$ cat src/hdl/tdpc_pkg.sv
// shared types and constants of the prime check core
package tdpc_pkg;

  // width of the number field on the request channel
  localparam int NUMBER_W = 32;

  typedef logic [NUMBER_W-1:0] number_t;

endpackage

$ cat src/hdl/tdpc_if.sv
// request and response channel interfaces of the prime check core
interface tdpc_req_if import tdpc_pkg::*; ();
  logic    valid;
  logic    ready;
  number_t number_value;

  modport source (output valid, output number_value, input ready);
  modport sink   (input valid, input number_value, output ready);
endinterface

interface tdpc_rsp_if ();
  logic valid;
  logic ready;
  logic is_prime;

  modport source (output valid, output is_prime, input ready);
  modport sink   (input valid, input is_prime, output ready);
endinterface

$ cat src/hdl/trial_division_prime_check_core.sv
// Trial division prime check core.
// The req channel carries one number per request; the rsp channel returns
// one is_prime bit per request, in order. A request is taken when
// req.valid and req.ready are high at a rising edge of clk.
// The test masks the number to VALUE_WIDTH bits (at most the field width),
// answers values below nine and even values at once, and otherwise tries every
// odd divisor d from 3 while d*d does not exceed the number.
// Each divisor runs through one shared restoring remainder unit, one
// quotient bit per cycle.
// req.ready is high only while no test is running; one request is worked
// at a time. The answer sits in an output register, so a new request is
// taken while an earlier answer still waits on rsp.ready; a finished test
// holds its answer until that register is free.
// rst (synchronous, active high) drops any test in progress and clears
// the pending response.
module trial_division_prime_check_core import tdpc_pkg::*; #(
  parameter int VALUE_WIDTH = 32
) (
  input  logic           clk,
  input  logic           rst,
  tdpc_req_if.sink       req,
  tdpc_rsp_if.source     rsp
);

  // effective width: the field width bounds the tested value
  localparam int VW    = (VALUE_WIDTH < NUMBER_W) ? VALUE_WIDTH : NUMBER_W;
  localparam int SQ_W  = VW + 2;
  localparam int BIT_W = (VW > 1) ? $clog2(VW) : 1;

  // sequencer states
  localparam logic [2:0] ST_IDLE   = 3'd0;
  localparam logic [2:0] ST_CHECK  = 3'd1;
  localparam logic [2:0] ST_DIV    = 3'd2;
  localparam logic [2:0] ST_NEXT   = 3'd3;
  localparam logic [2:0] ST_FINISH = 3'd4;

  logic [2:0]      state;
  logic [VW-1:0]   n;
  logic [VW-1:0]   d;
  logic [SQ_W-1:0] sq;
  logic [VW-1:0]   rem;
  logic [BIT_W-1:0] bitcnt;
  logic            res_bit;
  logic            out_valid;
  logic            out_prime;

  logic [VW:0]     rem_sh;
  logic [VW:0]     rem_sub;
  logic            rem_ge;
  logic [VW-1:0]   rem_next;
  logic [SQ_W-1:0] sq_next;
  logic            out_free;

  // shared remainder step: shift in one bit of n, subtract d if it fits
  always_comb begin
    rem_sh   = {rem, n[bitcnt]};
    rem_sub  = rem_sh - {1'b0, d};
    rem_ge   = !rem_sub[VW];
    rem_next = rem_ge ? rem_sub[VW-1:0] : rem_sh[VW-1:0];
  end

  // square of the next odd divisor: (d+2)^2 = d^2 + 4d + 4
  assign sq_next  = sq + {d, 2'b00} + SQ_W'(4);
  assign out_free = !out_valid || rsp.ready;

  // sequencer
  always_ff @(posedge clk) begin
    if (rst) begin
      state <= ST_IDLE;
    end else begin
      unique case (state)
        ST_IDLE: begin
          if (req.valid) begin
            n     <= req.number_value[VW-1:0];
            state <= ST_CHECK;
          end
        end
        ST_CHECK: begin
          d      <= VW'(3);
          sq     <= SQ_W'(9);
          rem    <= '0;
          bitcnt <= BIT_W'(VW - 1);
          if (n[VW-1:1] == '0) begin
            res_bit <= 1'b0;
            state   <= ST_FINISH;
          end else if ((n >> 2) == '0) begin
            res_bit <= 1'b1;
            state   <= ST_FINISH;
          end else if (!n[0]) begin
            res_bit <= 1'b0;
            state   <= ST_FINISH;
          end else if (SQ_W'(9) > {2'b00, n}) begin
            res_bit <= 1'b1;
            state   <= ST_FINISH;
          end else begin
            state <= ST_DIV;
          end
        end
        ST_DIV: begin
          rem <= rem_next;
          if (bitcnt == '0) begin
            state <= ST_NEXT;
          end else begin
            bitcnt <= bitcnt - BIT_W'(1);
          end
        end
        ST_NEXT: begin
          if (rem == '0) begin
            res_bit <= 1'b0;
            state   <= ST_FINISH;
          end else begin
            d      <= d + VW'(2);
            sq     <= sq_next;
            rem    <= '0;
            bitcnt <= BIT_W'(VW - 1);
            if (sq_next > {2'b00, n}) begin
              res_bit <= 1'b1;
              state   <= ST_FINISH;
            end else begin
              state <= ST_DIV;
            end
          end
        end
        ST_FINISH: begin
          if (out_free) begin
            state <= ST_IDLE;
          end
        end
        default: begin
          state <= ST_IDLE;
        end
      endcase
    end
  end

  // output register
  always_ff @(posedge clk) begin
    if (rst) begin
      out_valid <= 1'b0;
    end else if (state == ST_FINISH && out_free) begin
      out_valid <= 1'b1;
      out_prime <= res_bit;
    end else if (rsp.ready) begin
      out_valid <= 1'b0;
    end
  end

  assign req.ready    = (state == ST_IDLE);
  assign rsp.valid    = out_valid;
  assign rsp.is_prime = out_prime;

endmodule

$ cat src/flat_wrapper.sv
// flat-port wrapper written by rule: the top's interface ports become plain ports
module trial_division_prime_check_core_flat import tdpc_pkg::*;
#(
  parameter int VALUE_WIDTH = 32
)
  (clk, rst, req_valid, req_number_value, req_ready, rsp_valid, rsp_is_prime, rsp_ready);
  tdpc_req_if req_i ();
  tdpc_rsp_if rsp_i ();
  input  logic clk;
  input  logic rst;
  input wire logic [$bits(req_i.valid)-1:0] req_valid;
  input wire logic [$bits(req_i.number_value)-1:0] req_number_value;
  output wire logic [$bits(req_i.ready)-1:0] req_ready;
  output wire logic [$bits(rsp_i.valid)-1:0] rsp_valid;
  output wire logic [$bits(rsp_i.is_prime)-1:0] rsp_is_prime;
  input wire logic [$bits(rsp_i.ready)-1:0] rsp_ready;
  assign req_i.valid = req_valid;
  assign req_i.number_value = req_number_value;
  assign req_ready = req_i.ready;
  assign rsp_valid = rsp_i.valid;
  assign rsp_is_prime = rsp_i.is_prime;
  assign rsp_i.ready = rsp_ready;
  trial_division_prime_check_core #(.VALUE_WIDTH(VALUE_WIDTH)) u_core (.clk(clk), .rst(rst), .req(req_i), .rsp(rsp_i));
endmodule
$ cat config.mk
export PLATFORM = sky130hd
export DESIGN_NAME = trial_division_prime_check_core_flat
export DESIGN_NICKNAME = d
export VERILOG_FILES = /design/src/hdl/tdpc_pkg.sv /design/src/hdl/tdpc_if.sv /design/src/hdl/trial_division_prime_check_core.sv /design/src/flat_wrapper.sv
export SDC_FILE = /design/constraint.sdc
export NUM_CORES = 1
export LEC_CHECK = 0
export BUFFER_PORTS_ARGS = -buffer_cell sky130_fd_sc_hd__buf_2
export CORE_MARGIN = 2
export CORE_UTILIZATION = 45
export DETAILED_ROUTE_END_ITERATION = 10
export SETUP_SLACK_MARGIN = 0.4
export SLEW_MARGIN = 20
export SYNTH_ARGS = -nofsm -noshare
export SYNTH_HDL_FRONTEND = slang
export SYNTH_SLANG_ARGS = --single-unit
$ cat constraint.sdc
create_clock -name clk -period 14.5 [get_ports clk]
set_clock_uncertainty 0.05 [all_clocks]
set_input_delay 2.175 -clock clk [delete_from_list [all_inputs] [get_ports clk]]
set_output_delay 2.175 -clock clk [all_outputs]
set_load 0.02 [all_outputs]
==> impl_metrics.toml, run 1 <==
[detailed_routing]
wl_mm = 23.76
drc = 0
vias = 7914
drtAntennaViolNets = 0
dr.pass1.iters = 5
drtIter0Drc = 485
detail_route.vias_per_cell = 5.677
post_drt_wl_per_cell_um = 17.04

[setup_path]
startpoint_type = "flop"
r2r-start = "u_core.d[2]"
r2r_slack_ns = 8.86
worst-setup-path-type = "reg2reg"
r2r_end = "u_core.res_bit"
cpPeakStageDelay_ns = 0.85
cp.required_ns = 14.58
path_max_fanout = 5
worstPathArrival_ns = 5.72
worstPathCellList = "ha_1 -> ha_1 -> a21o_1 -> a21oi_1 -> o21ai_0 -> a2111oi_0 -> buf_4 -> nor4_1 -> o21ai_0 -> o21ai_0 -> xor2_1 -> ha_1 -> nand4_1 -> or2_2 -> nor4_1 -> a21oi_1 -> a221o_1 -> nand4_1 -> nor2b_1"
reg2regPathDepth = 19
end_kind = "flop"
slowest_stage = "nor4_1"

[global_route]
grt_pass1_vias = 7750
grt_max_degree = 63
antenna_found_initial = 0
gr-total-overflow = 0
grt_usage = 0.2032
grt_pass1_wl_mm = 39.24

[power_and_ir_drop]
p_sw_frac = 0.2881
p_leak_nw = 4.809
switchingPower_uw = 335.6
p_clk_frac = 0.389
peakVddDrop_uv = 97.98
powerDensity_nw_per_um2 = 100.7
seqPwrFrac = 0.409
combPwrFrac = 0.203
internal-power_uw = 829.2

[yosys]
postSynthCellCount = 1059
syn_area_sq_um = 10450
synth-async-reset-ratio = 0
synth_ff_type = "edfxtp_1"
synth-edff-count = 133
postSynthAreaPerCell_sq_um = 9.864
synth_warnings = 0
synth.distinct_cells = 65
synth_fp_nets = 1218
ys_seq_area_frac = 0.3900
ys_ff_latch = 137

[sta]
period_needed_ns = 5.637
hold_viol = 0
tightest_slew_ns = 1.011
hold_ws_ns = 0.3812
slew_viol_final = 0
rsz0062_at_grt = "false"
fin_setup_tns_ns = 0
fmax_mhz = 177.4
setup_violations = 0
period_share = 0.3888
max_slew_margin = 0.3199

[placed_design]
io_buffers = 38
dpl_cell_area_sq_um = 10950
dp_hpwl_mm = 17.88
place_inst = 1361
gp_congestion = 0.8830

[cts]
cts_tree = "done"
h-tree-depth = 4
clock-root-buffer = "clkbuf_16"
path_clk_slew_ns = 0.07
clk_path_buf_depth = 2
cts_hold_buf = 0
cts_buffers = 17
clock_latency_ns = 0.42
cts_setup_buffers = 0
clkSinkCount = 137
cts_resized = 0

[floorplanning]
die_x_um = 156.4
start_util = 0.4600
design.core.area_sq_um = 22710
ios = 39
die_h_um = 156.4
dieArea_sq_um = 24450
rows = 55

[hold_path]
worst_hold_path.endpoint = "u_core.rsp.is_prime"
min_path_cells = 0
worstHoldStart = "u_core.res_bit"
hold_class = "reg2reg"

[finish]
final_common_cell = "edfxtp_1"
layout.nets = 1255
antenna_cells = 0
final_cell_mix = "133 x edfxtp_1, 121 x ha_1, 93 x nor2_1"
fill_cells = 2104
stdcell_area_sq_um = 11570
drive_gt1_frac = 0.08927
final_util = 0.5096
areaGrowthSynthToFinish_pct = 10.78
fin_cells = 1394

[run]
drv_cap = 0

[outcome]
status = "completed"
[metrics by stage]
stage | power (mW) | worst slack, ns
after detailed placement | 0.7184 | 8.798
after global placement | 0.7159 | 8.932
after CTS | 1.171 | 8.772
final | 1.165 | 8.863
after floorplan | 0.6570 | 8.929
after global routing | 1.220 | 8.448
[layer usage]
layer | up-vias | track usage | routed length, um | share of wire
li1 | 3999 | - | - | -
met1 | 3684 | 0.2880 | 11600 | 0.49
met2 | 188 | 0.3193 | 10600 | 0.45
met3 | 43 | 0.03129 | 951 | 0.040
met4 | 0 | 0.06597 | 607 | 0.026
met5 | - | 0 | 0 | 0
[cells by family after synthesis]
| group | count (synthesis) | synth area share |
|---|---|---|
| xor+xnor | 78 | 0.06540 |
| mux | 33 | 0.04252 |
| flops | 137 | 0.3900 |
| simple gates | 330 | 0.1605 |
| fa+ha+maj | 123 | 0.1488 |
| buf+inv | 116 | 0.04372 |
| compound gates | 242 | 0.1491 |
[critical path: cells and delay by family, from the launching register on]
| kind | cells | cell delay [ns] |
|---|---|---|
| buffers and inverters | 1 | 0.17 |
| XOR/XNOR | 1 | 0.18 |
| flip-flops | 1 | 0.49 |
| adder cells (fa/ha/maj) | 3 | 0.97 |
| AO/OA/AOI/OAI | 8 | 1.56 |
| AND/OR/NAND/NOR | 6 | 1.92 |
[sequential cells by signal, summed over array words and instances, names as in the netlist]
register,flops
u_core.rem,32
u_core.rsp.valid,1
u_core.n,32
u_core.rsp.is_prime,1
u_core.d,31
u_core.bitcnt,5
u_core.state,3
u_core.sq,31
u_core.res_bit,1
[worst max path at each step]
stage | to | startpoint | cells after the start
2_1_floorplan | u_core.d[10] | rst | 3
3_3_place_gp | u_core.res_bit | u_core.d[2] | 19
3_5_place_dp | u_core.res_bit | u_core.d[2] | 19
4_1_cts | u_core.res_bit | u_core.d[2] | 19
5_1_grt | u_core.res_bit | u_core.d[2] | 19
6_report | u_core.res_bit | u_core.d[2] | 19
[cell usage after synthesis (4+ instances only)]
library cell / n / area (sq um)
edfxtp_1: 133 / 3994
ha_1: 121 / 1514
nor2_1: 95 / 356.6
inv_1: 89 / 334.1
a21oi_1: 74 / 370.4
xnor2_1: 64 / 560.5
nand2_1: 49 / 183.9
o21ai_0: 49 / 245.2
a21o_1: 37 / 277.8
and2_1: 31 / 193.9
nand3_1: 26 / 130.1
nor3_1: 26 / 130.1
mux2i_1: 23 / 230.2
nand4_1: 22 / 137.6
nor4_1: 21 / 131.4
clkbuf_1: 20 / 75.07
xor2_1: 14 / 122.6
a211oi_1: 13 / 97.59
nor2b_1: 13 / 81.33
and3_1: 12 / 75.07
mux4_2: 9 / 202.7
o211ai_1: 9 / 67.56
a31oi_1: 8 / 50.05
nand2b_1: 8 / 50.05
or3_1: 7 / 43.79
o21bai_1: 6 / 45.04
o22ai_1: 6 / 37.54
and4_1: 5 / 43.79
o21a_1: 5 / 37.54
dfxtp_1: 4 / 80.08
[power by group through the flow]
| stage | sequential [mW] | combinational [mW] | clock [mW] |
|---|---|---|---|
| final | 0.476 | 0.236 | 0.453 |
| after global routing | 0.479 | 0.266 | 0.475 |
| after CTS | 0.476 | 0.235 | 0.460 |
| after floorplan | 0.476 | 0.181 | 0 |
| after detailed placement | 0.484 | 0.234 | 0 |
| after global placement | 0.484 | 0.232 | 0 |
[final cells by class]
| class | instances | area (sq um) | area share |
|---|---|---|---|
| Clock inverter | 15 | 173.9 | 0.01503 |
| Sequential cell | 137 | 4074 | 0.3520 |
| Timing Repair Buffer | 45 | 262.8 | 0.02271 |
| Multi-Input combinational cell | 806 | 5946 | 0.5138 |
| Inverter | 89 | 334.1 | 0.02887 |
| Clock buffer | 17 | 425.4 | 0.03676 |
| Tap cell | 285 | 356.6 | 0.03081 |
Power figures use the tool's default switching activity.
==> inputs of run 2 (changes only) <==
clock period = 5.7 ns   (was 14.5 ns; I/O delays follow)
==> run 2 against run 1 <==
Routed wire length rose by 2.0%. Count of clock-buffer cells in the layout did not move. Global-route usage is 0.65 points higher. Critical endpoint is now u_core.rem[1]. Largest power group is now clock.
==> impl_metrics.toml, run 2 (synthesis gave the netlist of run 1 again) <==
[setup_path]
path_max_fanout = 19
cpPeakStageDelay_ns = 0.50
crit_buf_inv = 2
worstPathArrival_ns = 5.09
worstPathCellList = "buf_4 -> mux4_2 -> and3b_1 -> o32a_1 -> fa_1 -> a21oi_1 -> o211ai_1 -> a32oi_1 -> a311oi_1 -> o211ai_1 -> a21boi_1 -> nor2_4 -> buf_12 -> mux2i_1 -> nor2_1"
crit_family = "compound AO/OA/AOI/OAI gates"
worst-setup-path-type = "reg2reg"
slowest_stage = "mux4_2"
end_kind = "flop"
critPathMostFrequentCell = "o211ai_1"
startpoint_type = "flop"
cp.required_ns = 5.79

[detailed_routing]
drc = 0
dr.pass1.iters = 5
detail_route.vias_per_cell = 5.677
post_drt_wl_per_cell_um = 17.18
drtAntennaViolNets = 0
drtIter0Drc = 427
vias = 8004
wl_mm = 24.22

[sta]
max_slew_margin = 0.3426
period_needed_ns = 4.999
fmax_mhz = 200.1
setup_violations = 0
fin_setup_tns_ns = 0
hold_viol = 0
tightest_slew_ns = 0.9861
slew_viol_final = 0
rsz0062_at_grt = "false"
period_share = 0.8769

[finish]
layout.nets = 1271
final_common_cell = "edfxtp_1"
final_cell_mix = "133 x edfxtp_1, 121 x ha_1, 93 x nor2_1"
areaGrowthSynthToFinish_pct = 12.54
final_util = 0.5177
fill_cells = 2098
drive_gt1_frac = 0.1067
top_regs = "u_core.n: 32 flops, u_core.rem: 32 flops"
antenna_cells = 0

[cts]
clock_latency_ns = 0.43
clock-root-buffer = "clkbuf_16"
clkSinkCount = 137
cts_tree = "done"
cts_hold_buf = 0
clk_path_buf_depth = 2
cts_buffers = 17
h-tree-depth = 4
path_clk_slew_ns = 0.06

[power_and_ir_drop]
peakVddDrop_uv = 188.4
p_leak_nw = 4.914
powerDensity_nw_per_um2 = 259.5

[hold_path]
hold_class = "reg2reg"

[global_route]
gr-total-overflow = 0
grt_usage = 0.2097
grt_max_degree = 63
grt_pass1_wl_mm = 40.40
antenna_found_initial = 0
grt_pass1_vias = 8097

[floorplanning]
die_h_um = 156.4
dieArea_sq_um = 24450
start_util = 0.4600
ios = 39
design.core.area_sq_um = 22710
rows = 55
die_x_um = 156.4

[placed_design]
dp_hpwl_mm = 18.09
gp_congestion = 0.8969
io_buffers = 38

[outcome]
status = "completed"

[run]
drv_cap = 0
## run 2: cell types whose count changed in the layout (fill, tap and decap cells not counted), sizes merged
cell,change
inv,-2
clkinvlp,-2
buf,+16
bufinv,+2
clkinv,+2
## run 2: cell type report
type                            instances  area, sq um  area share
Multi-Input combinational cell        806         5987      0.5093
Sequential cell                       137         4074      0.3465
Clock buffer                           17        425.4     0.03619
Timing Repair Buffer                   61        375.4     0.03193
Tap cell                              285        356.6     0.03033
Inverter                               89        334.1     0.02842
Clock inverter                         15        203.9     0.01735
## run 2: path summary, 6_finish.rpt
check              startpoint                   to  slack (ns)  depth (start not counted)
max          u_core.bitcnt[0]        u_core.rem[1]        0.70                         15
min            u_core.res_bit  u_core.rsp.is_prime        0.41                          0
max reg2reg  u_core.bitcnt[0]        u_core.rem[1]        0.70                         15
min reg2reg    u_core.res_bit  u_core.rsp.is_prime        0.41                          0
## run 2: per-stage QoR
step                total power, mW  worst slack (ns)  instances  hold WS (ns)  area (sq um)
floorplan                     1.671            0.9895       1059        0.3503         10450
global placement              1.831            0.6055       1369        0.3957         11020
detailed placement            1.837            0.4790       1369        0.4021         11020
CTS                           3.059            0.4475       1401        0.4108         11650
global route                  3.193            0.3776       1410        0.4213         11760
finish                        3.051            0.7015       1410        0.4108         11760
## run 2: routing by layer
metal / track usage / routed length [um] / vias to the layer above / share of wire
li1: - / - / 4034 / -
met1: 0.2765 / 11430 / 3768 / 0.47
met2: 0.3495 / 11300 / 173 / 0.47
met3: 0.03129 / 895 / 29 / 0.037
met4: 0.07951 / 597 / 0 / 0.025
met5: 0 / 0 / - / 0
## run 2: report_power, final
part / leakage, nW / internal [mW] / switching, mW
Sequential: 1.26 / 1.16 / 0.0440
Clock: 0.305 / 0.770 / 0.455
Combinational: 3.35 / 0.262 / 0.356
Total: 4.91 / 2.20 / 0.854
## run 2: what timing repair did
action                                  in CTS  in global routing
gates resized for setup                      0                 12
setup buffers                                0                  9
endpoints found under the setup margin       0                  3
==> inputs of run 3 (changes only) <==
--- a/config.mk
+++ b/config.mk
@@ -8,5 +8,5 @@
 export BUFFER_PORTS_ARGS = -buffer_cell sky130_fd_sc_hd__buf_2
-export CORE_MARGIN = 2
-export CORE_UTILIZATION = 45
+export CORE_UTILIZATION = 64
 export DETAILED_ROUTE_END_ITERATION = 10
+export PLACE_DENSITY = 0.82
 export SETUP_SLACK_MARGIN = 0.4
==> constraint.sdc (replaced) <==
create_clock -name clk -period 5.7 [get_ports clk]
set_clock_uncertainty 0.05 [all_clocks]
set_input_delay 1.14 -clock clk [delete_from_list [all_inputs] [get_ports clk]]
set_output_delay 1.14 -clock clk [all_outputs]
set_load 0.02 [all_outputs]
==> run 3 against run 2 <==
Routed wire length is 0.57% lower. Clock power fell by 6%. Count of clock-buffer cells in the layout unchanged. Flip-flop and latch count did not move. Core utilization is 21 points higher. Sequential share of layout area increased by 0.50 points. Non-clock buffer count down 9. Highest routed layer unchanged.
==> impl_metrics.toml, run 3 (synthesis gave the netlist of run 1 again) <==
[outcome]
status = "completed"

[finish]
top_regs = "u_core.n: 32 flops, u_core.rem: 32 flops"
final_common_cell = "edfxtp_1"
areaGrowthSynthToFinish_pct = 10.95
final_cell_mix = "133 x edfxtp_1, 120 x ha_1, 93 x nor2_1"
antenna_cells = 0
layout.nets = 1262
drive_gt1_frac = 0.1039

[setup_path]
startpoint_type = "flop"
cp.required_ns = 5.85
cpPeakStageDelay_ns = 0.50
path_max_fanout = 4
worstPathCellList = "ha_4 -> inv_1 -> fa_1 -> nor2b_1 -> o21ai_0 -> a211oi_2 -> o22ai_2 -> o211ai_1 -> a41oi_2 -> o21ba_2 -> mux2i_1 -> nand2_1 -> ha_1 -> a211oi_1 -> nand2_1 -> a211o_1 -> a21oi_1 -> a221o_1 -> nand4_1 -> nor2b_2"
reg2regPathDepth = 20
end_kind = "flop"
r2r_slack_ns = 0.61
critPathMostFrequentCell = "nand2_1"
r2r-start = "u_core.d[1]"
slowest_stage = "edfxtp_1"
worst-setup-path-type = "reg2reg"
r2r_end = "u_core.res_bit"
worstPathArrival_ns = 5.23

[sta]
fmax_mhz = 196.7
hold_ws_ns = 0.3863
max_slew_margin = 0.3820
setup_violations = 0
timing.final.ws_setup_ns = 0.6150
period_needed_ns = 5.085
slew_viol_final = 0
period_share = 0.8921
tightest_slew_ns = 0.9248
rsz0062_at_grt = "false"
hold_viol = 0
fin_setup_tns_ns = 0

[power_and_ir_drop]
p_leak_nw = 4.855
powerDensity_nw_per_um2 = 257.0
peakVddDrop_uv = 196.1

[global_route]
gr-total-overflow = 0
antenna_found_initial = 0
grt_pass1_vias = 7797
grt_max_degree = 39
grt_pass1_wl_mm = 38.83
grt_usage = 0.3003

[placed_design]
post-place-ws_ns = 0.4323
gp_congestion = 1.022
io_buffers = 38
dp_hpwl_mm = 17.34

[detailed_routing]
wl_mm = 24.09
drtIter0Drc = 909
drtAntennaViolNets = 0
drc = 0
dr.pass1.iters = 5
vias = 8346
post_drt_wl_per_cell_um = 18.08
detail_route.vias_per_cell = 6.266

[hold_path]
min_path_cells = 0
worstHoldStart = "u_core.res_bit"
hold_class = "reg2reg"
worst_hold_path.endpoint = "u_core.rsp.is_prime"

[cts]
h-tree-depth = 4
clock_latency_ns = 0.43
cts_tree = "done"
cts_hold_buf = 0
cts_buffers = 17
path_clk_slew_ns = 0.06
clk_path_buf_depth = 2
clkSinkCount = 137
clock-root-buffer = "clkbuf_16"

[floorplanning]
die_h_um = 129.8
ios = 39
die_x_um = 129.8
rows = 46
dieArea_sq_um = 16840
design.core.area_sq_um = 15890
start_util = 0.6576

[run]
drv_cap = 0
run 3: per-stage QoR:
stage          cell area (sq um)    util  cells  total power [mW]
2_1_floorplan              10450       -   1059             1.671
3_3_place_gp               10910  0.6868   1297             1.809
3_5_place_dp               10910  0.6868   1297             1.828
4_1_cts                    11520  0.7250   1329             2.965
5_1_grt                    11590  0.7296   1332             3.090
6_report                   11590  0.7296   1332             2.978
run 3: layer usage:
metal	up-vias	track usage	wire length, um
met2	369	0.4910	11350
met3	59	0.05617	1606
met1	3904	0.3974	10460
met5	-	0	0
met4	0	0.1170	670
li1	4014	-	-
run 3: repair_timing:
action / 4_1_cts / 5_1_grt
endpoints found under the setup margin: 1 / 3
setup buffers: 0 / 3
pin swaps: 0 / 2
resized for setup: 1 / 12
run 3: power by group:
| part | switching, mW | leakage, nW | internal [mW] |
|---|---|---|---|
| Clock | 0.459 | 0.285 | 0.688 |
| Sequential | 0.0476 | 1.26 | 1.16 |
| Combinational | 0.360 | 3.31 | 0.260 |
run 3: cell type report:
cell class	count	area, sq um
multi-input cells	806	6005
fillers	1102	4295
flip-flops and latches	137	4074
clock buffers	17	425.4
inverters	89	334.1
repair buffers	52	307.8
well taps	216	270.3
clock inverters	15	173.9
run 3: worst max-delay path by stage:
stage	startpoint	end	slack, ns	depth (start not counted)
3_5_place_dp	u_core.d[3]	u_core.res_bit	0.43	19
4_1_cts	u_core.d[1]	u_core.res_bit	0.44	22
3_3_place_gp	u_core.d[2]	u_core.res_bit	0.59	21
5_1_grt	u_core.d[2]	u_core.res_bit	0.39	21
2_1_floorplan	u_core.d[2]	u_core.res_bit	0.99	19
6_report	u_core.d[1]	u_core.res_bit	0.61	20
run 3: worst max-delay path: cells and delay by family (launching register included):
family | cells | cell delay [ns]
compound gates | 10 | 2.21
fa+ha+maj | 3 | 1.12
buf+inv | 1 | 0.06
flops | 1 | 0.50
mux | 1 | 0.20
simple gates | 5 | 0.69
